### config.mk
export PLATFORM = sky130hd
export DESIGN_NAME = ecg_isqrt
export DESIGN_NICKNAME = d
export VERILOG_FILES = /design/src/design/equatorial_to_galactic_converter_defines.svh /design/src/design/ecg_pkg.sv /design/src/design/ecg_isqrt.sv
export SDC_FILE = /design/constraint.sdc
export NUM_CORES = 2
export LEC_CHECK = 0
export BUFFER_PORTS_ARGS = -buffer_cell sky130_fd_sc_hd__clkbuf_2
export CAP_MARGIN = 20
export CORE_UTILIZATION = 65
export DETAILED_ROUTE_END_ITERATION = 12
export HOLD_SLACK_MARGIN = 0.08
export PLACE_DENSITY = 0.86
export SLEW_MARGIN = 20
export SYNTH_ARGS = -nofsm -noshare
export SYNTH_HDL_FRONTEND = slang
export SYNTH_MEMORY_MAX_BITS = 65536
export SYNTH_SLANG_ARGS = --single-unit
### constraint.sdc
create_clock -name clk -period 8 [get_ports clk]
set_input_delay 1.6 -clock clk [delete_from_list [all_inputs] [get_ports clk]]
set_output_delay 1.6 -clock clk [all_outputs]
set_load 0.01 [all_outputs]
### src/design/equatorial_to_galactic_converter_defines.svh
// Assertion macros for the equatorial to galactic converter.
// Included by the modules that assert; expects clk and rst_n in scope.
`ifndef EQUATORIAL_TO_GALACTIC_CONVERTER_DEFINES_SVH
`define EQUATORIAL_TO_GALACTIC_CONVERTER_DEFINES_SVH

// same-cycle implication
`define ECG_ASSERT_IMP(label, ante, cons) \
    label: assert property (@(posedge clk) disable iff (!rst_n) (ante) |-> (cons)) \
        else $error("ecg: same-cycle property violated");

// next-cycle implication
`define ECG_ASSERT_NXT(label, ante, cons) \
    label: assert property (@(posedge clk) disable iff (!rst_n) (ante) |=> (cons)) \
        else $error("ecg: next-cycle property violated");

`endif

### src/design/ecg_pkg.sv
// Shared types, constants and arithmetic helpers of the coordinate converter.
// No dependencies; the interface and module files import this package.
package ecg_pkg;

    localparam int ANGLE_FRAC_BITS = 22;
    localparam int CORDIC_STEPS    = 24;
    localparam int ISQRT_STEPS     = 32;

    localparam int QW = 34;   // Q30 values
    localparam int CW = 36;   // CORDIC datapath

    typedef logic        [30:0]   angle_t;
    typedef logic signed [29:0]   dec_t;
    typedef logic signed [30:0]   sangle_t;
    typedef logic signed [QW-1:0] q30_t;
    typedef logic signed [CW-1:0] cw_t;

    typedef struct packed {
        logic en;
        logic valid;
    } pipe_ctl_t;

    localparam logic [1:0] REG_POLE_RA  = 2'd0;
    localparam logic [1:0] REG_POLE_DEC = 2'd1;
    localparam logic [1:0] REG_NODE     = 2'd2;

    localparam angle_t FULL_TURN    = 31'(64'd360 << ANGLE_FRAC_BITS);
    localparam angle_t HALF_TURN    = 31'(64'd180 << ANGLE_FRAC_BITS);
    localparam angle_t QUARTER_TURN = 31'(64'd90 << ANGLE_FRAC_BITS);

    localparam angle_t RESET_POLE_RA = (ANGLE_FRAC_BITS >= 22)
        ? 31'(64'd808911293 << (ANGLE_FRAC_BITS - 22))
        : 31'(64'd808911293 >> (22 - ANGLE_FRAC_BITS));
    localparam dec_t RESET_POLE_DEC = (ANGLE_FRAC_BITS >= 22)
        ? 30'(64'd113784132 << (ANGLE_FRAC_BITS - 22))
        : 30'(64'd113784132 >> (22 - ANGLE_FRAC_BITS));
    localparam angle_t RESET_NODE = (ANGLE_FRAC_BITS >= 22)
        ? 31'(64'd515613838 << (ANGLE_FRAC_BITS - 22))
        : 31'(64'd515613838 >> (22 - ANGLE_FRAC_BITS));

    localparam q30_t ONE_Q30     = 34'sd1073741824;
    localparam cw_t  HALF_PI_Q30 = 36'sd1686629713;
    localparam cw_t  GAIN_Q30    = 36'sd652032874;

    localparam logic [30:0] DEG_TO_RAD_K = 31'd1199381129;
    localparam logic [29:0] RAD_TO_DEG_K = 30'd961263669;
    localparam int D2R_SHIFT = ANGLE_FRAC_BITS + 6;
    localparam int R2D_SHIFT = 54 - ANGLE_FRAC_BITS;

    // arctan(2^-i) in Q30 radians
    function automatic cw_t atan_q30(input int i);
        cw_t r;
        case (i)
            0:       r = 36'sd843314857;
            1:       r = 36'sd497837829;
            2:       r = 36'sd263043837;
            3:       r = 36'sd133525159;
            4:       r = 36'sd67021687;
            5:       r = 36'sd33543516;
            6:       r = 36'sd16775851;
            7:       r = 36'sd8388437;
            8:       r = 36'sd4194283;
            9:       r = 36'sd2097149;
            10:      r = 36'sd1048576;
            default: r = (i <= 30) ? cw_t'(64'd1 << (30 - i)) : '0;
        endcase
        return r;
    endfunction

    // Q30 product, rounded half up
    function automatic q30_t mul_q30(input logic signed [31:0] a,
                                     input logic signed [31:0] b);
        logic signed [63:0] p;
        p = a * b + 64'sd536870912;
        return q30_t'(p >>> 30);
    endfunction

endpackage

### src/design/ecg_isqrt.sv
// Pipelined integer square root, one result bit per stage.
// Depends on ecg_pkg.
module ecg_isqrt import ecg_pkg::*; (
    input  logic        clk,
    input  logic        rst_n,
    input  pipe_ctl_t   ctl,
    input  logic [63:0] radicand,
    output logic        out_valid,
    output logic [31:0] root
);

    logic [63:0] n_reg [ISQRT_STEPS+1];
    logic [63:0] r_reg [ISQRT_STEPS+1];
    logic        v_reg [ISQRT_STEPS+1];

    always_ff @(posedge clk or negedge rst_n)
    begin
        if (!rst_n)
            v_reg[0] <= 1'b0;
        else if (ctl.en)
            v_reg[0] <= ctl.valid;
    end

    always_ff @(posedge clk)
    begin
        if (ctl.en)
        begin
            n_reg[0] <= radicand;
            r_reg[0] <= '0;
        end
    end

    for (genvar k = 0; k < ISQRT_STEPS; k++)
    begin : g_step
        localparam logic [63:0] BIT = 64'd1 << (62 - 2 * k);
        logic [63:0] trial;

        assign trial = r_reg[k] + BIT;

        always_ff @(posedge clk or negedge rst_n)
        begin
            if (!rst_n)
                v_reg[k+1] <= 1'b0;
            else if (ctl.en)
                v_reg[k+1] <= v_reg[k];
        end

        always_ff @(posedge clk)
        begin
            if (ctl.en)
            begin
                if (n_reg[k] >= trial)
                begin
                    n_reg[k+1] <= n_reg[k] - trial;
                    r_reg[k+1] <= (r_reg[k] >> 1) + BIT;
                end
                else
                begin
                    n_reg[k+1] <= n_reg[k];
                    r_reg[k+1] <= r_reg[k] >> 1;
                end
            end
        end
    end

    assign out_valid = v_reg[ISQRT_STEPS];
    assign root      = r_reg[ISQRT_STEPS][31:0];

endmodule

==> results.json <==
{
  "ir_worst_vdd_mv": 0.235,
  "final_common_cell": "edfxtp_1",
  "htree_levels": 5,
  "synth_flop_cell": "edfxtp_1",
  "synth_cell_types": 88,
  "hold_violations": 0,
  "yosys.area.top_type": "edfxtp_1",
  "ys_warn_count": 0,
  "fin_area_sq_um": 136000,
  "fmax_mhz": 199,
  "avgSynthCellArea_sq_um": 12.6,
  "avgRoutedWirePerCell_microns": 24.4,
  "nets": 10600,
  "worstSkewPairLatency_ps": 960,
  "layout_common_cells": "edfxtp_1, nand2_1, inv_1, ha_1, o21ai_0",
  "dr_total_vias": 82600,
  "maxSlewHeadroom": 0.251,
  "die_area_sq_um": 192000,
  "gr-total-overflow": 0,
  "netlist_area_sq_um": 124000,
  "skew_ps": 109,
  "timing.final.crit_share": 0.628,
  "cts_buffers": 281,
  "clk_path_buf_depth": 4,
  "synth.area.top_cells": "edfxtp_1, ha_1, xor2_1",
  "start_kind": "flop",
  "drive_gt1_frac": 0.0724,
  "firstDrtPassIters": 9,
  "largest_register_ffs": 2048,
  "setup_viol": 0,
  "die_h_microns": 438,
  "finalWirelength_microns": 311000,
  "min_path_type": "reg2reg",
  "post_cts_buffers": 0,
  "viasPerCell": 6.50,
  "synth_top_cell_area_share": 0.625,
  "crit_path_end_kind": "flop",
  "io_pins": 101,
  "root_buffer": "clkbuf_16",
  "grt_use_total": 0.320,
  "drcViolationCount": 0,
  "syn_nets": 10400,
  "detailedRoute.firstIterationViolations": 10400,
  "final.setup.tns_ps": 0,
  "synth_cells": 9798,
  "cp.required_ps": 8680,
  "path_clk_slew_ps": 70,
  "rsz0062_at_grt": "no",
  "cts_tree": "yes",
  "ys_seq_elements": 2609,
  "cp_max_fo": 31,
  "dpl_cell_area_sq_um": 127000,
  "area_growth_pct": 9.97,
  "placement_rows": 159,
  "path_class": "reg2reg",
  "final_max_slew_viol_count": 0,
  "grt_pass1_wl_microns": 474000,
  "fin_crit_ps": 5020,
  "p_leak_nw": 51.3,
  "cts-hold-fix-buffers": 0,
  "start_util": 0.657,
  "finalWeightedCongestion": 0.960,
  "cp_data_arrival_time_ps": 5710,
  "pwr_density_cell_nw_per_um2": 290,
  "drtAntennaViolNets": 0,
  "maxCapViolCount": 0,
  "cts_resized": 0,
  "grt_max_degree": 174,
  "coreArea_sq_um": 189000,
  "die_w_microns": 438,
  "synth_edf_count": 2576,
  "tightestPinTransition_ps": 1110,
  "clkSinkCount": 2609,
  "antenna_found_initial": 7,
  "ys_seq_area_frac": 0.631,
  "dp_hpwl_microns": 214000,
  "status": "finished, final reports clean",
  "io_buffers": 100,
  "ys_async_sr_fraction": 0.0126,
  "grt_pass1_vias": 80600
}
==> kinds of logic (layout without fill, tap and decap cells) <==
logic type                 after synthesis  count (layout)  synth area share
and+or+nand+nor                       2915            2915             0.122
DFF                                   2609            2609             0.631
AOI/OAI and AO/OA                     1808            1808            0.0899
buffers and inverters                  923            1339            0.0282
xor gates and xnor gates               882             882            0.0624
adders and majority gates              558             558            0.0564
muxes                                  103             103           0.00930
other                                    0               5                 0
==> worst max-delay path, stage by stage, from the launching register on <==
cell and delay [ps]:
edfxtp_1 420, or3_1 410, or3_1 360, or3_1 350, or3_1 360, or4_1 510, or4b_4 570, nor4_4 710
inv_2 470, nand4b_2 350, nor3_1 90, xor2_1 160
==> layout make-up <==
class | instances | area [sq um]
flip-flops and latches | 2609 | 78200
fillers | 11700 | 52400
multi-input cells | 6266 | 42300
clock buffers | 325 | 7300
well taps | 2495 | 3120
inverters | 697 | 2620
clock inverters | 155 | 1560
repair buffers | 162 | 1080
diodes | 5 | 12.5
==> synth_stat cells, types with 48 or more instances <==
master       n
edfxtp_1  2576
nand2_1    706
inv_1      695
ha_1       558
o21ai_0    552
nor2_1     544
a21oi_1    496
xor2_1     447
xnor2_1    435
nor4_1     359
nor3_1     265
a21o_1     255
clkbuf_1   208
nand4_1    161
nand3_1    155
or3_1      117
nand2b_1   110
mux2_2      92
o21a_1      89
nor2b_1     88
or4_1       80
nor4b_1     61
o21bai_1    59
or2_2       51
a31oi_1     48
==> final timing paths <==
path	start	to	slack (ps)	cells after the start
max	n_reg[19][53]	n_reg[20][55]	2980	11
min	n_reg[11][5]	n_reg[12][5]	410	0
max reg2reg	n_reg[19][53]	n_reg[20][55]	2980	11
min reg2reg	n_reg[11][5]	n_reg[12][5]	410	0
max in group asynchronous	rst_n	v_reg[27]	6810	1
min in group asynchronous	rst_n	v_reg[9]	710	1
==> metal layers <==
metal / track usage / part of all wire
met1: 0.422 / 0.38
met2: 0.530 / 0.48
met3: 0.0622 / 0.095
met4: 0.116 / 0.038
met5: 0 / 0.00027
==> per-stage QoR <==
| step | setup WS [ps] | hold WS, ps | total power, W | utilization | cells |
|---|---|---|---|---|---|
| global placement | 2620 | 424 | 0.0262 | 0.675 | 12200 |
| detailed placement | 2830 | 431 | 0.0265 | 0.675 | 12200 |
| finish | 2980 | 411 | 0.0394 | 0.722 | 12700 |
| floorplan | 2270 | 417 | 0.0241 | - | 9798 |
| global route | 2690 | 435 | 0.0409 | 0.722 | 12700 |
| CTS | 3010 | 416 | 0.0393 | 0.722 | 12700 |
==> report_power, final <==
group | total, W | internal [W] | switching [W]
Combinational | 0.00781 | 0.00315 | 0.00466
Sequential | 0.0188 | 0.0173 | 0.00148
Clock | 0.0129 | 0.00749 | 0.00538
Total | 0.0394 | 0.0279 | 0.0115
Note: power is estimated with default switching activity, not from simulation.
